File: src/prf_pkg.sv
// ---------------------------------------------------------------------------
// prf_pkg: shared types and constants for the paged record fifo
// Field widths, register codes, status codes and the back-end state type.
// ---------------------------------------------------------------------------
`default_nettype none

package prf_pkg;

  // default geometry
  localparam int PANE_COUNT_DEF   = 8;
  localparam int PANE_BYTES_DEF   = 4096;
  localparam int PANE_RECORDS_DEF = 64;

  // field widths
  localparam int BYTE_W = 8;
  localparam int LEN_W  = 12;
  localparam int BLIM_W = 13;
  localparam int RLIM_W = 7;
  localparam int CFG_DATA_W = 13;

  // register reset values
  localparam logic [BLIM_W-1:0] BLIM_RESET = 13'd4096;
  localparam logic [RLIM_W-1:0] RLIM_RESET = 7'd64;

  typedef enum logic {
    CFG_BYTE_LIMIT   = 1'b0,
    CFG_RECORD_LIMIT = 1'b1
  } cfg_reg_t;

  typedef enum logic {
    ACT_WRITE = 1'b0,
    ACT_READ  = 1'b1
  } action_t;

  typedef enum logic [1:0] {
    ST_OK      = 2'd0,
    ST_FULL    = 2'd1,
    ST_EMPTY   = 2'd2,
    ST_BAD_LEN = 2'd3
  } status_t;

  typedef struct packed {
    action_t           action;
    logic [BYTE_W-1:0] data_byte;
    logic [LEN_W-1:0]  record_len;
  } item_t;

  typedef struct packed {
    status_t           status;
    logic [BYTE_W-1:0] read_byte;
    logic              read_last;
    logic [LEN_W-1:0]  read_length;
  } result_t;

  typedef enum logic [1:0] {
    BK_EXEC = 2'd0,
    BK_MOVE = 2'd1,
    BK_TAB  = 2'd2,
    BK_DATA = 2'd3
  } back_state_t;

endpackage

`default_nettype wire

File: src/prf_front.sv
// ---------------------------------------------------------------------------
// prf_front: input stage of the paged record fifo
// Takes input words and holds them in a two-entry queue for the back end.
// ---------------------------------------------------------------------------
`default_nettype none

module prf_front (
  input  logic           clk,
  input  logic           rst,
  input  logic           in_valid,
  output logic           in_ready,
  input  prf_pkg::item_t in_data,
  output logic           head_valid,
  output prf_pkg::item_t head,
  input  logic           pop
);
  import prf_pkg::*;

  item_t      q [2];
  logic       wr_ptr;
  logic       rd_ptr;
  logic [1:0] count;
  logic       push;

  assign in_ready   = (count != 2'd2);
  assign push       = in_valid && in_ready;
  assign head_valid = (count != 2'd0);
  assign head       = q[rd_ptr];

  // queue storage
  always_ff @(posedge clk) begin
    if (push) begin
      q[wr_ptr] <= in_data;
    end
  end

  // pointers and occupancy
  always_ff @(posedge clk) begin
    if (rst) begin
      wr_ptr <= 1'b0;
      rd_ptr <= 1'b0;
      count  <= 2'd0;
    end else begin
      if (push) begin
        wr_ptr <= ~wr_ptr;
      end
      if (pop) begin
        rd_ptr <= ~rd_ptr;
      end
      case ({push, pop})
        2'b10:   count <= count + 2'd1;
        2'b01:   count <= count - 2'd1;
        default: count <= count;
      endcase
    end
  end

endmodule

`default_nettype wire

File: config.mk
export PLATFORM = sky130hd
export DESIGN_NAME = prf_front
export DESIGN_NICKNAME = d
export VERILOG_FILES = /design/src/prf_pkg.sv /design/src/prf_front.sv
export SDC_FILE = /design/constraint.sdc
export NUM_CORES = 1
export LEC_CHECK = 0
export CAP_MARGIN = 10
export CORE_MARGIN = 5
export CORE_UTILIZATION = 55
export DETAILED_ROUTE_END_ITERATION = 7
export DONT_BUFFER_PORTS = 1
export GPL_TIMING_DRIVEN = 0
export HOLD_SLACK_MARGIN = 0.12
export PLACE_DENSITY_LB_ADDON = 0.12
export SYNTH_ARGS = -nofsm -noshare
export SYNTH_HDL_FRONTEND = slang
export SYNTH_SLANG_ARGS = --single-unit
File: constraint.sdc
create_clock -name clk -period 4.1 [get_ports clk]
set_input_delay 0.41 -clock clk [delete_from_list [all_inputs] [get_ports clk]]
set_output_delay 0.41 -clock clk [all_outputs]
set_load 0.1 [all_outputs]
# After elaboration in Yosys (flattened, before gate mapping)
# Memory sizes are Yosys's and may differ from the RTL's. A register that Yosys moved wholly into a read port is not among the register bits.
# Cells that the tools add are included.
# word_totals
wordCells	19
input_bits	25
mem_count	1
ram_bits	42
regBits	4
# memory_table
memory	depth	width	read_ports	rd_ports_with_merged_regs	write_ports	line	source
q	2	21	1	1	1	prf_front.sv:19	item_t q [2];
# op_classes
add_sub_neg	2
n_mux	5
reduce_logical	3
n_eq_ne	3
n_bitwise	2
# op_table
cell	n
1-bit two-way mux	4
2-bit case mux with 2 select lines	1
2-bit nonzero test	2
2-bit by 1-bit adder with 2-bit output, second input constant	1
2-bit by 1-bit == test with 1-bit output, second input constant	1
2-bit == test, second input constant	1
2-bit != test, second input constant	1
1-bit inverter	2
2-bit by 1-bit subtractor with 2-bit output, second input constant	1
1-bit logical AND	1

# Longest topological paths before layout
# Gate-level depths: netlist (run 1).
# logic_depth
ltp_word	4
depth_mapped	6

# Worst setup path after synthesis (run 1)
# OpenSTA, ideal clock, no wires.
# synth_timing
path_type	reg-to-reg
startpoint	register count[0]
endpoint	memory q[1][0] (netlist name), enable pin
stages_incl_launch_ff	3
setup_slack_ns	1.777
t_required_ns	3.721
n_path_buf	0
arrival_ns	1.944
synth_period_minus_slack_ns	2.323
cell_sequence	dfxtp_1 nand2b_1 and3_1
# synth_between
elab_chain_len	4
# synth_lines
element	line	source
from (decl)	prf_front.sv:22	logic [1:0] count;
from (signal assigned)	prf_front.sv:51	2'b10: count <= count + 2'd1;
from (signal assigned)	prf_front.sv:52	2'b01: count <= count - 2'd1;
from (signal assigned)	prf_front.sv:53	default: count <= count;
2-bit != test	prf_front.sv:25	assign in_ready = (count != 2'd2);
named net in_ready	prf_front.sv:11	output logic in_ready,
1-bit logical AND	prf_front.sv:26	assign push = in_valid && in_ready;
1-bit two-way mux	prf_front.sv:32	if (push) begin
1-bit two-way mux (implied by the code)	prf_front.sv:33	q[wr_ptr] <= in_data;
to (decl)	prf_front.sv:19	
# The timed path passes the listed nets, and every way through them passes these cells.

# Final worst setup path (run 1)
# layout_timing
startpoint	register count[0]
endpoint	memory q[1][13] (netlist name), enable pin
# The elaborated chain is that of the path after synthesis.

==> impl_metrics.env, run 1 <==
export IMPL_setup_viol=0
export IMPL_rsz0062_at_grt="no"
export IMPL_final_area_um2=2050
export IMPL_first_iter_violations=22
export IMPL_clkLatencyLatePin_ns=0.34
export IMPL_top_usage_layer="met2"
export IMPL_grt_util_met3_pct=9.18
export IMPL_relSlewSlack_pct=23.4
export IMPL_cts_tree="built"
export IMPL_start_util_pct=56.9
export IMPL_start_kind="flop"
export IMPL_critPathMaxFanout=21
export IMPL_synth_area_um2=1720
export IMPL_drcViolationCount=0
export IMPL_synth_cell_types=18
export IMPL_synthTopCellsByArea="edfxtp_1 73%, mux2_2 14%, dfxtp_1 5.8%"
export IMPL_portBuffers=0
export IMPL_areaGrowthSynthToFinish_pct=18.8
export IMPL_cts_hold_buf=1
export IMPL_cts_clk_slew_worst_paths_ns=0.11
export IMPL_met2_usage_pct=20.8
export IMPL_die_area_um2=4350
export IMPL_use_met1_pct=12.1
export IMPL_ant_nets=0
export IMPL_ios=48
export IMPL_antenna_found_initial=0
export IMPL_die_y_um=66.0
export IMPL_grtUsageTotal_pct=12.7
export IMPL_cts_root_buf="clkbuf_4"
export IMPL_synth_yosys_seq_area_share_pct=79.0
export IMPL_post_cts_setup_buffers=0
export IMPL_path_class="reg -> reg"
export IMPL_leakage_uw=0.000695
export IMPL_cp_arrival_ns=2.59
export IMPL_finalClockSkew_ns=0.00823
export IMPL_netlist_instances=88
export IMPL_grt_max_degree=22
export IMPL_rr_startpoint="count[0]"
export IMPL_fin_nets=143
export IMPL_worst_pin_slew_ns=1.15
export IMPL_vdd_drop_max_v=0.000376
export IMPL_status="completed"
export IMPL_core_area_um2=3030
export IMPL_synth_top_area_share_pct=73.2
export IMPL_cp_endpoint="q[1][13]"
export IMPL_yosys_warnings=0
export IMPL_grt_pass1_wl_mm=3.77
export IMPL_grt_pass1_vias=778
export IMPL_tns_ns=0
export IMPL_hp_class="in -> reg"
export IMPL_clock_sinks=47
export IMPL_crit_path_end_kind="flop"
export IMPL_drt_wirelength_per_cell_um=16.5
export IMPL_grt_overflow=0
export IMPL_yosysMostFrequentCell="edfxtp_1"
export IMPL_synth_fp_nets=114
export IMPL_period_minus_slack_ns=2.63
export IMPL_reg2reg_setup_slack_ns=1.47
export IMPL_ys_top_cells_by_count="42 x edfxtp_1, 21 x mux2_2, 5 x dfxtp_1"
export IMPL_cp_data_required_time_ns=4.06
export IMPL_period_share_pct=64.1
export IMPL_ys_ff_latch=47
export IMPL_finalHoldViolations=0
export IMPL_worst_r2r_path_depth=2
export IMPL_fillers=222
export IMPL_rows=20
export IMPL_synth_edf_count=42
export IMPL_worstHoldStart="pop"
export IMPL_async_reset_ff_share_pct=0
export IMPL_maxSlewViolCount=0
export IMPL_cap_violations=0
export IMPL_drive_gt1_share_pct=25.4
export IMPL_cts_made_buffers=5
export IMPL_antenna_cells=0
export IMPL_fin_util_pct=67.6
export IMPL_gp_congestion=0.669
export IMPL_regToRegEndpoint="q[1][13]"
export IMPL_cts_resized=0
export IMPL_p_total_uw=1150
export IMPL_synth_top_flop_cell="edfxtp_1"
export IMPL_wl_mm=2.67
export IMPL_vias_per_cell=5.22
export IMPL_syn_area_per_cell_um2=19.6
export IMPL_via_count=845
export IMPL_htreeDepth=2
export IMPL_dr_pass1_iters=3
export IMPL_synth_top_area_cell="edfxtp_1"
export IMPL_cts_buffer_depth=2
export IMPL_die_w_um=66.0
export IMPL_power_density_nw_per_um2=562
export IMPL_fmax_ghz=0.380
export IMPL_placed_area_um2=1780
export IMPL_crit_start="count[0]"
worst min-delay path by stage:
stage | endpoint | slack, ns | depth (start not counted)
6_report | rd_ptr | 0.23 | 2
3_5_place_dp | wr_ptr | 0.48 | 1
5_1_grt | rd_ptr | 0.20 | 2
4_1_cts | q[0][3] | 0.14 | 0
3_3_place_gp | count[1] | 0.47 | 2
2_1_floorplan | count[1] | 0.46 | 2
final cells by class:
cell class                 instances  area [um^2]  area share (%)
inverter                           1         3.75           0.183
timing repair buffer              22          220            10.8
buffer                             2         10.0           0.489
tap                               44         55.1            2.69
multi-input combinational         38          348            17.0
clock buffer                       8         48.8            2.38
sequential                        47         1360            66.5
sequential cells by signal, summed over array words and instances, names as in the netlist, named ones only:
register / count
rd_ptr: 1
q: 42
count: 2
wr_ptr: 1
placed cells by master (no fill, tap or decap):
cell type / count
edfxtp_1: 42
dlygate4sd3_1: 22
mux2_2: 21
dfxtp_1: 5
clkbuf_4: 5
nor2_1: 3
clkbuf_1: 3
buf_2: 2
xnor2_1: 2
a21oi_1: 2
nand2b_1: 1
and3_1: 1
or2_2: 1
nand2_1: 1
nand3b_1: 1
inv_1: 1
xor2_1: 1
a21bo_2: 1
o21ai_0: 1
or3_1: 1
ha_1: 1
cell families (layout without fill, tap and decap cells):
kind of cell	Yosys count	in the layout	share of synthesized area [%]
compound gates	4	4	1.45
buf+inv	3	33	0.799
mux	21	21	13.7
fa+ha+maj	1	1	0.726
simple gates	9	9	2.76
flops	47	47	79.0
xor+xnor	3	3	1.53
worst max-delay path: stages, from the launching register on:
cell      delay [ns]
dfxtp_1         0.41
nand2b_1        0.91
and3_1          0.93
power by group:
part           leakage, uW  internal (uW)  switching, uW
registers         0.000434            573           13.1
logic             0.000235           59.9            314
clock network    0.0000265           68.5            123
total             0.000695            702            449
stage by stage:
step	worst slack, ns	hold WS [ns]	cells
2_1_floorplan	1.78	0.461	88
3_3_place_gp	1.47	0.472	132
3_5_place_dp	1.46	0.482	132
4_1_cts	1.45	0.139	141
5_1_grt	1.34	0.203	162
6_report	1.47	0.233	162
metal layers:
metal  vias up  part of all wire [%]  wire length (um)
met2        31                    53              1420
li1        393                     -                 -
met4         0                  0.67                18
met3         2                   7.4               197
met1       419                    39              1040
met5         -                     0                 0
Note: power is estimated with default switching activity, not from simulation.
==> run 2: changes to the inputs <==
==> constraint.sdc (replaced) <==
create_clock -name clk -period 2.5 [get_ports clk]
set_input_delay 0.25 -clock clk [delete_from_list [all_inputs] [get_ports clk]]
set_output_delay 0.25 -clock clk [all_outputs]
set_load 0.1 [all_outputs]
==> impl_metrics.env, run 2 (synthesis gave the netlist of run 1 again) <==
export IMPL_relSlewSlack_pct=45.1
export IMPL_die_y_um=66.0
export IMPL_holdPathEnd="count[0]"
export IMPL_gp_congestion=0.669
export IMPL_ant_nets=0
export IMPL_crit_path_end_kind="flop"
export IMPL_finalClockSkew_ns=0.00929
export IMPL_core_area_um2=3030
export IMPL_regToRegEndpoint="q[0][10]"
export IMPL_grt_max_degree=22
export IMPL_grtUsageTotal_pct=13.6
export IMPL_post_cts_setup_buffers=0
export IMPL_antenna_cells=0
export IMPL_drcViolationCount=0
export IMPL_areaGrowthSynthToFinish_pct=20.2
export IMPL_die_w_um=66.0
export IMPL_grt_pass1_wl_mm=4.12
export IMPL_vdd_drop_max_v=0.000617
export IMPL_power_density_nw_per_um2=916
export IMPL_fillers=214
export IMPL_grt_overflow=0
export IMPL_hp_class="in -> reg"
export IMPL_cp_arrival_ns=2.15
export IMPL_antenna_found_initial=0
export IMPL_ios=48
export IMPL_cts_clk_slew_worst_paths_ns=0.11
export IMPL_htreeDepth=2
export IMPL_rsz0062_at_grt="no"
export IMPL_reg_top3="q x42, count x2"
export IMPL_via_count=842
export IMPL_fin_nets=145
export IMPL_multiInputGateArea_um2=352
export IMPL_cap_violations=0
export IMPL_drive_gt1_share_pct=26.7
export IMPL_final_common_cell="edfxtp_1"
export IMPL_dp_slack_ns=-0.138
export IMPL_wl_mm=2.74
export IMPL_dpl_cell_count=132
export IMPL_rows=20
export IMPL_cts_tree="built"
export IMPL_cts_root_buf="clkbuf_4"
export IMPL_worstHoldStart="pop"
export IMPL_stdcell_count=164
export IMPL_fin_util_pct=68.4
export IMPL_final_area_um2=2070
export IMPL_maxSlewViolCount=0
export IMPL_clkLatencyLatePin_ns=0.34
export IMPL_first_iter_violations=25
export IMPL_reg2reg_setup_slack_ns=0.32
export IMPL_clock_sinks=47
export IMPL_fmax_ghz=0.459
export IMPL_worst_r2r_path_depth=3
export IMPL_tns_ns=0
export IMPL_worst_pin_slew_ns=0.822
export IMPL_start_util_pct=56.9
export IMPL_largest_reg_flops=42
export IMPL_drt_wirelength_per_cell_um=16.7
export IMPL_most_common_layout_cells="42 x edfxtp_1, 24 x dlygate4sd3_1, 21 x mux2_2, 5 x dfxtp_1, 5 x clkbuf_4"
export IMPL_holdPathStages=3
export IMPL_cp_data_required_time_ns=2.47
export IMPL_die_area_um2=4350
export IMPL_cts_made_buffers=5
export IMPL_path_class="reg -> reg"
export IMPL_grt_pass1_vias=882
export IMPL_layout_setup_ws_ns=0.321
export IMPL_dr_pass1_iters=3
export IMPL_register_area_um2=1360
export IMPL_top_register="q"
export IMPL_setup_viol=0
export IMPL_status="completed"
export IMPL_critPathMaxFanout=21
export IMPL_leakage_uw=0.000705
export IMPL_finalHoldViolations=0
export IMPL_period_share_pct=87.2
export IMPL_vias_per_cell=5.13
export IMPL_portBuffers=0
export IMPL_rr_startpoint="count[0]"
export IMPL_placed_area_um2=1780
export IMPL_start_kind="flop"
export IMPL_period_minus_slack_ns=2.18
export IMPL_cts_buffer_depth=2
## run 2: per-stage QoR
stage	hold slack (ns)	power, uW
2_1_floorplan	0.319	1520
3_3_place_gp	0.320	1560
3_5_place_dp	0.322	1560
4_1_cts	0.250	1910
5_1_grt	0.263	1980
6_report	0.292	1900
## run 2: layout make-up
cell class	instances	area share (%)
plain buffers	2	0.483
clock buffers	8	2.36
inverters	1	0.181
multi-input cells	38	17.0
flip-flops and latches	47	65.7
well taps	44	2.66
repair buffers	24	11.6
## run 2: where the power goes
part	total, uW	internal, uW	switching (uW)	leakage [uW]
sequential	962	940	22.4	0.000434
combinational	619	103	516	0.000245
clock	315	112	202	0.0000265
## run 2: critical path: stages, from the launching register on
cell and delay (ns):
dfxtp_1 0.41, nand2b_2 0.55, nand3b_1 0.19, inv_1 0.64
## run 2: layer usage
| layer | part of all wire [%] | track usage (%) |
|---|---|---|
| met5 | 0 | 0 |
| met4 | 0.69 | 5.33 |
| met3 | 6.2 | 7.31 |
| met2 | 54 | 23.5 |
| met1 | 39 | 13.7 |
## run 2: how the worst max path moves through the flow
stage	cells after the start	to	slack, ns	from
after floorplan	2	q[1][0]	0.18	count[0]
after global placement	2	q[1][17]	-0.13	count[0]
after detailed placement	2	q[1][17]	-0.14	count[0]
after CTS	3	q[0][13]	0.31	count[0]
after global routing	3	q[0][5]	0.18	count[0]
final	3	q[0][10]	0.32	count[0]
## run 2: timing repair
action                                  in CTS  in global routing
hold endpoints to repair                    47                  0
hold buffers                                24                  0
endpoints found under the setup margin      42                  0
gates resized for setup                      2                  0
==> run 3: changes to the inputs <==
--- a/config.mk
+++ b/config.mk
@@ -8,6 +8,7 @@
 export CAP_MARGIN = 10
 export CORE_MARGIN = 5
 export CORE_UTILIZATION = 55
+export CTS_BUF_LIST = sky130_fd_sc_hd__clkbuf_8
 export DETAILED_ROUTE_END_ITERATION = 7
 export DONT_BUFFER_PORTS = 1
 export GPL_TIMING_DRIVEN = 0
==> impl_metrics.env, run 3 (synthesis gave the netlist of run 1 again) <==
export IMPL_critPathMaxFanout=21
export IMPL_setup_viol=0
export IMPL_htreeDepth=2
export IMPL_die_area_um2=4350
export IMPL_dr_pass1_iters=4
export IMPL_vdd_drop_max_v=0.000653
export IMPL_dp_slack_ns=-0.138
export IMPL_placed_area_um2=1780
export IMPL_drt_wirelength_per_cell_um=16.7
export IMPL_wl_mm=2.70
export IMPL_start_kind="flop"
export IMPL_grt_pass1_vias=875
export IMPL_p_seq_share_pct=48.9
export IMPL_cts_buffer_depth=2
export IMPL_rows=20
export IMPL_finalClockSkew_ns=0.00644
export IMPL_p_clk_share_pct=19.9
export IMPL_final_common_cell="edfxtp_1"
export IMPL_antenna_found_initial=0
export IMPL_status="completed"
export IMPL_cts_clk_slew_worst_paths_ns=0.07
export IMPL_grtUsageTotal_pct=13.2
export IMPL_fmax_ghz=0.466
export IMPL_die_y_um=66.0
export IMPL_antenna_cells=0
export IMPL_maxSlewViolCount=0
export IMPL_grt_pass1_wl_mm=4.05
export IMPL_die_w_um=66.0
export IMPL_cts_tree="built"
export IMPL_clock_sinks=47
export IMPL_pwr_share_comb_pct=31.2
export IMPL_p_switching_uw=743
export IMPL_ant_nets=0
export IMPL_drive_gt1_share_pct=27.1
export IMPL_drcViolationCount=0
export IMPL_layout_setup_ws_ns=0.353
export IMPL_crit_path_end_kind="flop"
export IMPL_relSlewSlack_pct=44.3
export IMPL_intPower_uw=1230
export IMPL_gp_congestion=0.669
export IMPL_reg_top3="q x42, count x2"
export IMPL_grt_overflow=0
export IMPL_largest_reg_flops=42
export IMPL_fin_nets=143
export IMPL_most_common_layout_cells="42 x edfxtp_1, 22 x dlygate4sd3_1, 21 x mux2_2, 5 x dfxtp_1, 5 x clkbuf_8"
export IMPL_core_area_um2=3030
export IMPL_portBuffers=0
export IMPL_period_minus_slack_ns=2.15
export IMPL_worst_pin_slew_ns=0.835
export IMPL_cp_data_required_time_ns=2.40
export IMPL_hold_ws_ns=0.136
export IMPL_clkLatencyLatePin_ns=0.28
export IMPL_top_register="q"
export IMPL_hp_class="in -> reg"
export IMPL_grt_max_degree=22
export IMPL_start_util_pct=56.9
export IMPL_vias_per_cell=5.15
export IMPL_via_count=834
export IMPL_path_class="reg -> reg"
export IMPL_cts_root_buf="clkbuf_8"
export IMPL_period_share_pct=85.9
export IMPL_final_area_um2=2080
export IMPL_first_iter_violations=19
export IMPL_areaGrowthSynthToFinish_pct=20.8
export IMPL_cap_violations=0
export IMPL_switching_share_pct=37.7
export IMPL_leakage_uw=0.000721
export IMPL_ios=48
export IMPL_power_density_nw_per_um2=946
export IMPL_rsz0062_at_grt="no"
export IMPL_cts_made_buffers=5
export IMPL_cp_arrival_ns=2.05
export IMPL_finalHoldViolations=0
-- run 3: power groups by stage --
stage / clock network (uW) / logic [uW] / registers [uW]
6_report: 392 / 615 / 963
5_1_grt: 455 / 633 / 970
4_1_cts: 412 / 619 / 963
3_5_place_dp: 0 / 583 / 981
3_3_place_gp: 0 / 579 / 976
2_1_floorplan: 0 / 550 / 973
-- run 3: timing repair --
item	4_1_cts	5_1_grt
endpoints found under the hold margin	47	0
endpoints found under the setup margin	42	0
buffers inserted	0	0
resized for setup	2	0
hold buffers	22	0
-- run 3: metal layers --
layer  vias up  share of wire [%]  GRT usage (%)
met1       413                 40           14.1
met4         0                1.3           6.09
li1        392                  -              -
met5         -                  0              0
met3         4                5.1           4.42
met2        25                 53           23.3
-- run 3: through the flow --
stage	utilization, %	power, uW	TNS [ns]	cells
6_report	68.8	1970	0	162
5_1_grt	68.8	2060	0	162
4_1_cts	68.8	1990	0	162
3_5_place_dp	58.7	1560	-4.51	132
3_3_place_gp	58.7	1560	-2.89	132
2_1_floorplan	-	1520	0	88
-- run 3: final timing paths --
check | from | to | slack (ns) | depth (start not counted)
setup / recovery | count[0] | q[0][14] | 0.35 | 3
hold / removal | pop | rd_ptr | 0.14 | 2
setup reg to reg | count[0] | q[0][14] | 0.35 | 3
hold reg to reg | rd_ptr | rd_ptr | 0.51 | 2
-- run 3: final cells by class --
cell class | count | area [um^2]
Multi-Input combinational cell | 38 | 352
Inverter | 1 | 3.75
Fill cell | 213 | 946
Clock inverter | 3 | 11.3
Clock buffer | 5 | 68.8
Tap cell | 44 | 55.1
Sequential cell | 47 | 1360
Buffer | 2 | 10.0
Timing Repair Buffer | 22 | 220
-- run 3: worst max-delay path, stage by stage (launching register included) --
cell,delay [ns]
dfxtp_1,0.40
nand2b_2,0.55
nand3b_1,0.17
inv_1,0.65
